**src/design/rfpwfd_pkg.sv**
```systemverilog
// Shared constants and types for the RF pulse width frame decoder.
`default_nettype none

package rfpwfd_pkg;

    localparam int FILTER_LEN   = 3;
    localparam int FRAME_PULSES = 25;
    localparam int DATA_BITS    = 24;

    localparam int WIDTH_W  = 8;
    localparam int PCOUNT_W = $clog2(FRAME_PULSES + 1);
    localparam int FRAME_W  = 24;

    localparam logic [WIDTH_W-1:0] MAX_PULSE_RESET = 8'd30;
    localparam logic [WIDTH_W-1:0] MIN_PULSE_RESET = 8'd3;

    typedef enum logic [0:0] {
        CFG_MAX_PULSE = 1'b0,
        CFG_MIN_PULSE = 1'b1
    } cfg_index_t;

    typedef enum logic [0:0] {
        STATUS_OK    = 1'b0,
        STATUS_ERROR = 1'b1
    } status_t;

endpackage

`default_nettype wire

```
**src/design/rf_pulse_width_frame_decoder.sv**
```systemverilog
// Top level of the RF pulse width frame decoder with its two-word result buffer.
//
// The slave stream carries one raw pin sample per word in s_tdata bit 0.
// Each accepted word is filtered, timed and decoded at the edge that
// accepts it; one word can be accepted in every cycle while s_tready is
// high, since the decoder holds only counters and compares.
// A finished frame or a receive error leaves as one word on the master
// stream: m_tdata holds the 24 decoded bits (zero on an error) and m_tuser
// holds the status flag. Results reach the master side from a register.
// When the receiver stalls, results wait in an output register and one
// skid register behind it; sample words keep flowing until both are full,
// and only then does s_tready drop.
// The configuration port writes the maximum and minimum pulse widths; the user
// must use it only while the block is idle; the block does not enforce it.
// Reset clears the sample history, the counters and the buffer, fills the
// shift register with ones and restores the widths to 30 and 3 ticks.
`default_nettype none

module rf_pulse_width_frame_decoder
    import rfpwfd_pkg::*;
(
    input  wire logic                clk,
    input  wire logic                rst_n,
    input  wire logic                s_tvalid,
    output logic                     s_tready,
    input  wire logic [7:0]          s_tdata,   // [0] pin_level, [7:1] zero
    output logic                     m_tvalid,
    input  wire logic                m_tready,
    output logic [FRAME_W-1:0]       m_tdata,   // [23:0] frame_data
    output logic [0:0]               m_tuser,   // [0] status
    input  wire logic                cfg_we,
    input  wire cfg_index_t          cfg_index,
    input  wire logic [WIDTH_W-1:0]  cfg_wdata
);

    logic [WIDTH_W-1:0]    max_pulse_reg;
    logic [WIDTH_W-1:0]    min_pulse_reg;

    logic [FILTER_LEN-1:0] hist_reg, hist_next;
    logic                  level_reg, level_next;
    logic                  pending_reg, pending_next;
    logic                  high_seen_reg, high_seen_next;
    logic [WIDTH_W-1:0]    high_w_reg, high_w_next;
    logic [WIDTH_W-1:0]    low_w_reg, low_w_next;
    logic [PCOUNT_W-1:0]   pcount_reg, pcount_next;
    logic [DATA_BITS-1:0]  shift_reg, shift_next;

    logic [FILTER_LEN:0]   hist_ext;
    logic                  fail;
    logic                  done;
    logic                  s_accept;
    logic                  push;
    logic [FRAME_W-1:0]    res_data;
    status_t               res_status;

    logic                  out_valid_reg;
    logic [FRAME_W-1:0]    out_data_reg;
    status_t               out_status_reg;
    logic                  skid_valid_reg;
    logic [FRAME_W-1:0]    skid_data_reg;
    status_t               skid_status_reg;

    assign s_tready = !skid_valid_reg;
    assign s_accept = s_tvalid && s_tready;
    assign hist_ext = {hist_reg, s_tdata[0]};

    always_comb
    begin
        fail           = 1'b0;
        done           = 1'b0;
        hist_next      = hist_ext[FILTER_LEN-1:0];
        level_next     = level_reg;
        pending_next   = pending_reg;
        high_seen_next = high_seen_reg;
        high_w_next    = high_w_reg;
        low_w_next     = low_w_reg;
        pcount_next    = pcount_reg;
        shift_next     = shift_reg;

        if (hist_next == {FILTER_LEN{1'b1}})
        begin
            level_next = 1'b1;
        end
        else if (hist_next == '0)
        begin
            level_next = 1'b0;
        end

        if (level_next)
        begin
            if (pending_reg)
            begin
                pending_next = 1'b0;
                if (low_w_reg >= min_pulse_reg)
                begin
                    shift_next  = {shift_reg[DATA_BITS-2:0], (high_w_reg > low_w_reg)};
                    high_w_next = '0;
                end
                else
                begin
                    fail = 1'b1;
                end
            end
            else
            begin
                high_seen_next = 1'b1;
                high_w_next    = high_w_reg + 1'b1;
                if (high_w_next >= max_pulse_reg)
                begin
                    fail = 1'b1;
                end
                low_w_next = '0;
            end
        end
        else
        begin
            low_w_next = low_w_reg + 1'b1;
            if (low_w_next >= max_pulse_reg)
            begin
                if (pcount_reg != PCOUNT_W'(FRAME_PULSES))
                begin
                    fail       = 1'b1;
                    shift_next = '1;
                end
                else
                begin
                    done = 1'b1;
                end
            end
            else if (high_seen_reg)
            begin
                high_seen_next = 1'b0;
                low_w_next     = '0;
                pending_next   = 1'b1;
                if (high_w_reg >= min_pulse_reg)
                begin
                    if (pcount_reg >= PCOUNT_W'(FRAME_PULSES))
                    begin
                        fail = 1'b1;
                    end
                    else
                    begin
                        pcount_next = pcount_reg + 1'b1;
                    end
                end
                else
                begin
                    fail = 1'b1;
                end
            end
        end

        if (fail || done)
        begin
            pcount_next    = '0;
            high_w_next    = '0;
            low_w_next     = '0;
            high_seen_next = 1'b0;
            pending_next   = 1'b0;
        end
    end

    assign push       = s_accept && (fail || done);
    assign res_data   = done ? FRAME_W'(shift_next) : '0;
    assign res_status = done ? STATUS_OK : STATUS_ERROR;

    always_ff @(posedge clk or negedge rst_n)
    begin
        if (!rst_n)
        begin
            max_pulse_reg <= MAX_PULSE_RESET;
            min_pulse_reg <= MIN_PULSE_RESET;
        end
        else if (cfg_we)
        begin
            case (cfg_index)
                CFG_MAX_PULSE: max_pulse_reg <= cfg_wdata;
                CFG_MIN_PULSE: min_pulse_reg <= cfg_wdata;
                default:       max_pulse_reg <= max_pulse_reg;
            endcase
        end
    end

    always_ff @(posedge clk or negedge rst_n)
    begin
        if (!rst_n)
        begin
            hist_reg      <= '0;
            level_reg     <= 1'b0;
            pending_reg   <= 1'b0;
            high_seen_reg <= 1'b0;
            high_w_reg    <= '0;
            low_w_reg     <= '0;
            pcount_reg    <= '0;
            shift_reg     <= '1;
        end
        else if (s_accept)
        begin
            hist_reg      <= hist_next;
            level_reg     <= level_next;
            pending_reg   <= pending_next;
            high_seen_reg <= high_seen_next;
            high_w_reg    <= high_w_next;
            low_w_reg     <= low_w_next;
            pcount_reg    <= pcount_next;
            shift_reg     <= shift_next;
        end
    end

    // The skid register always holds the younger result when both are full.
    always_ff @(posedge clk or negedge rst_n)
    begin
        if (!rst_n)
        begin
            out_valid_reg  <= 1'b0;
            skid_valid_reg <= 1'b0;
        end
        else if (!out_valid_reg || m_tready)
        begin
            if (skid_valid_reg)
            begin
                out_valid_reg  <= 1'b1;
                skid_valid_reg <= 1'b0;
            end
            else
            begin
                out_valid_reg <= push;
            end
        end
        else if (push)
        begin
            skid_valid_reg <= 1'b1;
        end
    end

    always_ff @(posedge clk)
    begin
        if (!out_valid_reg || m_tready)
        begin
            if (skid_valid_reg)
            begin
                out_data_reg   <= skid_data_reg;
                out_status_reg <= skid_status_reg;
            end
            else
            begin
                out_data_reg   <= res_data;
                out_status_reg <= res_status;
            end
        end
        else if (push)
        begin
            skid_data_reg   <= res_data;
            skid_status_reg <= res_status;
        end
    end

    assign m_tvalid = out_valid_reg;
    assign m_tdata  = out_data_reg;
    assign m_tuser  = out_status_reg;

    skid_behind_output: assert property (@(posedge clk) disable iff (!rst_n)
        skid_valid_reg |-> out_valid_reg)
        else $error("skid register holds a word while the output register is empty");

    error_word_zero: assert property (@(posedge clk) disable iff (!rst_n)
        (m_tvalid && (m_tuser == STATUS_ERROR)) |-> (m_tdata == '0))
        else $error("error word carries nonzero frame data");

    pulse_count_bound: assert property (@(posedge clk) disable iff (!rst_n)
        pcount_reg <= PCOUNT_W'(FRAME_PULSES))
        else $error("pulse count exceeds the frame length");

    result_clears_counts: assert property (@(posedge clk) disable iff (!rst_n)
        push |=> (pcount_reg == '0) && (high_w_reg == '0) && (low_w_reg == '0))
        else $error("counters not cleared after a result");

endmodule

`default_nettype wire

```
**config.mk**
```make
export PLATFORM = sky130hd
export DESIGN_NAME = rf_pulse_width_frame_decoder
export DESIGN_NICKNAME = d
export VERILOG_FILES = /design/src/design/rfpwfd_pkg.sv /design/src/design/rf_pulse_width_frame_decoder.sv
export SDC_FILE = /design/constraint.sdc
export NUM_CORES = 1
export LEC_CHECK = 0
export BUFFER_PORTS_ARGS = -buffer_cell sky130_fd_sc_hd__buf_2
export CORE_AREA = 2 2 158 160
export CTS_CLUSTER_SIZE = 30
export DETAILED_ROUTE_END_ITERATION = 16
export DIE_AREA = 0 0 160 162
export HOLD_SLACK_MARGIN = 0.12
export MAX_ROUTING_LAYER = met4
export PLACE_DENSITY = 0.48
export SLEW_MARGIN = 15
export SYNTH_ARGS = -nofsm -noshare
export SYNTH_HDL_FRONTEND = slang
export SYNTH_SLANG_ARGS = --single-unit
```
**constraint.sdc**
```tcl
create_clock -name clk -period 4.95 [get_ports clk]
set_clock_uncertainty 0.15 [all_clocks]
set_input_delay 0 -clock clk [delete_from_list [all_inputs] [get_ports clk]]
set_output_delay 0 -clock clk [all_outputs]
set_load 0.05 [all_outputs]
```
# Yosys cells after proc, flatten, opt, wreduce, memory -nomap -nowiden

Index checks and enable logic that the tools add are counted.
Widths: inputs -> output; s select.

Add/subtract/negate cells: 3
$lt $le $gt $ge: 6
Equality and inequality tests: 8
Muxes and demuxes: 49
Bitwise operators: 2
Reductions and logical operators: 20

Operators with widths:

| cell                | number |
|---|---|
| $mux 24             | 7 |
| $mux 8              | 9 |
| $ge 8x8->1          | 4 |
| $mux 5              | 6 |
| $mux 1              | 27 |
| $add 8x1->8 const B | 2 |
| $reduce_and 3->1    | 3 |
| $gt 8x8->1          | 1 |
| $reduce_and 2->1    | 4 |
| $reduce_bool 2->1   | 4 |
| $ne 2x1->1 const B  | 3 |
| $ne 3x2->1 const B  | 2 |
| $reduce_and 6->1    | 1 |
| $add 5x1->5 const B | 1 |
| $ge 5x5->1 const B  | 1 |
| $ne 5x5->1 const B  | 1 |
| $eq 3x3->1 const B  | 1 |
| $logic_not 3->1     | 1 |
| $ne 3x1->1 const B  | 1 |
| $reduce_bool 3->1   | 1 |
| $logic_and 1x1->1   | 2 |
| $logic_not 1->1     | 2 |
| $logic_or 1x1->1    | 2 |
| $not 1->1           | 2 |

Register bits after elaboration: 118
Input port bits: 22
Output and inout port bits: 27
Logic and storage cells: 104

# Longest topological paths before layout

Depth in word-level cells: 10
Mapped depth: 12
Depth with buffers taken out: 11

# Worst setup path after synthesis

Ideal clock, no wire load.

Path kind: register to register
Start: register high_w_reg[2]
End: register skid_data_reg[0] (enable)
Setup time: 0.384 ns
Data arrival time: 2.978 ns
Required time: 4.416 ns
Path slack: 1.438 ns
Stages on the path, launching flop included: 12
Path buffers: 0
Cells stage by stage: dfrtp_1 and3_1 and3_1 nand3_1 xnor2_1 ha_1 and3_1 o211ai_1 o21ai_2 a31oi_2 a211oi_2 and2_1

Cells in the longest elaborated chain, start to end: 8
Elaborated cells on any way between the ends: 12
Classes of those cells: 1 x add/sub; 2 x order compare; 6 x mux; 3 x reduce/logical

RTL lines:

| what                                      | RTL line                                                                 | source |
|---|---|---|
| from (decl)                               | rf_pulse_width_frame_decoder.sv:43                                       | `logic [WIDTH_W-1:0] high_w_reg, high_w_next;` |
| from (signal assigned)                    | rf_pulse_width_frame_decoder.sv:203                                      | `high_w_reg <= high_w_next;` |
| $add 8x1->8 or $ge 8x8->1 (tied branches) | rf_pulse_width_frame_decoder.sv:107, rf_pulse_width_frame_decoder.sv:135 |  |
| $ge 8x8->1 or $mux 1 (tied branches)      | rf_pulse_width_frame_decoder.sv:108, rf_pulse_width_frame_decoder.sv:135 |  |
| $mux 1 (on tied branches)                 | rf_pulse_width_frame_decoder.sv:108, rf_pulse_width_frame_decoder.sv:130 |  |
| $mux 1 (on tied branches)                 | rf_pulse_width_frame_decoder.sv:91, rf_pulse_width_frame_decoder.sv:118  |  |
| $mux 1 (*)                                | rf_pulse_width_frame_decoder.sv:89                                       | `if (level_next)` |
| $logic_or 1x1->1 (*)                      | rf_pulse_width_frame_decoder.sv:163                                      | `assign push = s_accept && (fail \|\| done);` |
| $logic_and 1x1->1 (*)                     | rf_pulse_width_frame_decoder.sv:163                                      |  |
| $reduce_and 2->1 (no line) (*)            | -                                                                        |  |
| to (signal assigned)                      | rf_pulse_width_frame_decoder.sv:253                                      | `skid_data_reg <= res_data;` |
| to (decl)                                 | rf_pulse_width_frame_decoder.sv:60                                       | `logic [FRAME_W-1:0] skid_data_reg;` |

Every way passes the cells marked *; elsewhere a longest branch is shown, timed or not.
A chain may end at the register's enable or synchronous reset.

# Worst setup path after layout

Start: register high_w_reg[2]
End: register skid_data_reg[11] (enable)

Same word-level chain as after synthesis.

==> key figures <==
Timing
  • Max-slew violations: 0
  • Worst-margin pin slew: 1.102 ns
  • Period minus WS final: 3.843 ns
  • Relative slew slack: 26.47%
  • Min setup slack post-route: roughly 1.1 ns
  • Hold Fails Final Rpt: 0
  • Period utilisation layout: 77.64%
  • RSZ-0062 raised after global routing: no
  • TNS Setup: 0 ns
  • Max Freq: around 260 MHz
  • Setup violators final: 0

Route
  • Via count: 4020
  • Routed vias/inst: 4.408
  • First drt pass iteration count: 4
  • Initial drt markers: about 190
  • Wire length per cell: 14.24 um
  • Post-route ant nets: 0
  • WL final: 12990 um
  • DRC violations left: 0

Die
  • Initial Util: 24.89%
  • Core Footprint: 24110 um2
  • Die area: 25920 um2
  • Chip height: 162 um
  • I/O Pins: 49
  • Die W: approximately 160 um
  • Rows: 57

Power and ir drop
  • Clock share of power: just over 30%
  • Internal power: 0.002523 W
  • Net Sw Frac: 35.53%
  • Worst IR Drop VDD: 0.1959 mV
  • Combinational power share: 29.7%
  • PwrDens: 526.7 nW/um2
  • Net Switching: 0.001390 W
  • Lkg Pwr: 3.139 nW
  • Power Total: 0.003913 W
  • Seq pwr share: between 30 and 40%

Global route
  • Largest net degree at the start of global routing: a little under 70
  • GR Overflow Total: 0
  • GRT Util Overall: 10.89%
  • Global-route wire length before repair: 21690 um
  • Vias in the first global route: 4125
  • Antenna violations before repair: 0

CTS
  • Hold buffer count at CTS: 28
  • Setup Buffers After CTS: 0
  • Reg clk slew, reported paths: approximately 0.060 ns
  • Root Driver: clkbuf_16
  • CTS tree: yes
  • Max Root-Sink Buffers: 2
  • Worst-Skew Late Latency: 0.42 ns
  • Clock Sink Count: approximately 120
  • H-tree depth: 4
  • CTS Buf Count: 17
  • Post-CTS sizing: 0

Synthesis
  • #FFs+latches synth: between 100 and 150
  • Syn Std Cell Area: about 6000 um2
  • Synth Warn #: 0
  • Post-synthesis net count: about 560
  • Post-synth cell types: 59
  • Yosys top cell area share: 25.03%
  • Asr flop ratio synth: 57.63%
  • Synthesized instance count: 497
  • Register area share after synthesis: 54.01%
  • Ranking of synthesized cells by area: edfxtp_1 (25%), dfrtp_1 (16%), dfstp_2 (13%)
  • Commonest cells in the netlist: edfxtp_1 (50), ha_1 (44), nand2_1 (41)
  • Top-count cell post-synth: edfxtp_1
  • Top FF cell, synth: edfxtp_1
  • Cell taking the most area after synthesis: edfxtp_1
  • Post-synth EDFFs: 50
  • Syn_area_per_cell: 12.07 um2

Cells and area
  • Nets: 642
  • P&R area growth vs syn: 23.82%
  • Final Util: 30.82%
  • Finished layout cell area: roughly 7400 um2
  • Proportion of layout cells with a drive suffix above 1: around a quarter
  • Ant diodes: 0

Placement
  • PortBufs: slightly above 40
  • Pre-CTS setup slack: 1.097 ns
  • GPL Wtd Cong: roughly 0.86
  • DP Area: 6569 um2
  • Final HPWL DP: approximately 8800 um

Setup path
  • Peak per-stage delay on the critical path: 0.47 ns
  • R2r worst-path depth: 13
  • Setup Crit Path Kind: register to register
  • Worst path required time: 4.94 ns
  • Critical Path End: skid_data_reg[11]$_DFFE_PP_
  • CP arrival: 3.83 ns
  • Setup crit start: high_w_reg[2]$_DFFE_PN0P_
  • Worst-path maximum fanout: 25
  • CP most frequent cell: and3_1
  • Crit. End Element: register
  • FF-to-FF setup slack: 1.11 ns
  • Critical R2R Launch: high_w_reg[2]$_DFFE_PN0P_
  • RR Endpoint: skid_data_reg[11]$_DFFE_PP_
  • Critical path's slowest cell: dfrtp_1
  • Crit path cell chain: and3_1 > and3_1 > nand3_1 > xnor2_1 > ha_1 > and3_1 > a221oi_2 > o21ai_2 > a31oi_2 > a211oi_2 > buf_4 > and2_1 > buf_4
  • Startpoint types: register

Run
  • Max cap viols: 0

Min path
  • Worst Hold Class: input pin to register

Outcome
  • Status: complete, no violations
## kinds of logic after synthesis
kind of cell    Yosys count  synth area share [%]
simple gates            132                 11.64
flops                   118                 54.01
compound gates          109                 13.72
buf+inv                  50                 3.629
fa+ha+maj                44                 9.176
mux                      34                 6.361
xor+xnor                 10                 1.460
## per-layer routing
layer  track usage, %  wire, um
met1            13.55      6253
met2            17.59      6218
met3            2.937       442
met4            2.907        75
met5                -         0
## stage by stage
stage,hold WS (ns),instances
3_5_place_dp,0.07871,853
6_report,0.1494,912
4_1_cts,0.1518,912
2_1_floorplan,-0.4456,497
3_3_place_gp,0.07350,853
5_1_grt,0.1781,912
## how the worst min path moves through the flow
stage,startpoint,end,slack (ns),cells past startpoint
5_1_grt,m_tready,skid_data_reg[20]$_DFFE_PP_,0.18,4
3_3_place_gp,cfg_wdata[4],max_pulse_reg[4]$_DFFE_PN1P_,0.07,3
6_report,m_tready,skid_data_reg[20]$_DFFE_PP_,0.15,4
4_1_cts,m_tready,skid_status_reg$_DFFE_PP_,0.15,4
3_5_place_dp,cfg_wdata[3],max_pulse_reg[3]$_DFFE_PN1P_,0.08,3
2_1_floorplan,rst_n,high_seen_reg$_DFFE_PN0P_,-0.45,0
## cell type report
type,count,area [um2]
fill,2516,16680
sequential,118,3241
multi-input combinational,329,2541
timing repair buffer,75,530.5
clock buffer,17,425.4
tap,324,405.4
clock inverter,14,153.9
inverter,35,131.4
## power by group through the flow
stage          clock, W  combinational (W)  sequential [W]
2_1_floorplan         0           0.000656         0.00174
3_3_place_gp          0            0.00112         0.00156
3_5_place_dp          0            0.00114         0.00157
4_1_cts         0.00124            0.00118         0.00155
5_1_grt         0.00128            0.00128         0.00158
6_report        0.00120            0.00116         0.00155
## cells in the final DEF, fill, tap and decap left out, drive strengths merged, types with 10 or more instances in the layout
cell type	n
inv	38
mux2	33
o22a	24
o21ai	23
a21oi	19
edfxtp	50
buf	47
dfrtp	38
dlygate4sd3	28
clkbuf	17
and2	27
nand2	41
nand3	10
nor2	13
ha	44
dfstp	30
## worst max-delay path: cells and delay by family (launching register included)
kind            cells  cell delay (ns)
xor+xnor            1             0.25
buf+inv             2             0.45
fa+ha+maj           1             0.30
compound gates      4             0.95
flops               1             0.47
simple gates        5             1.01
No activity file was read; power rests on OpenSTA's default activity.
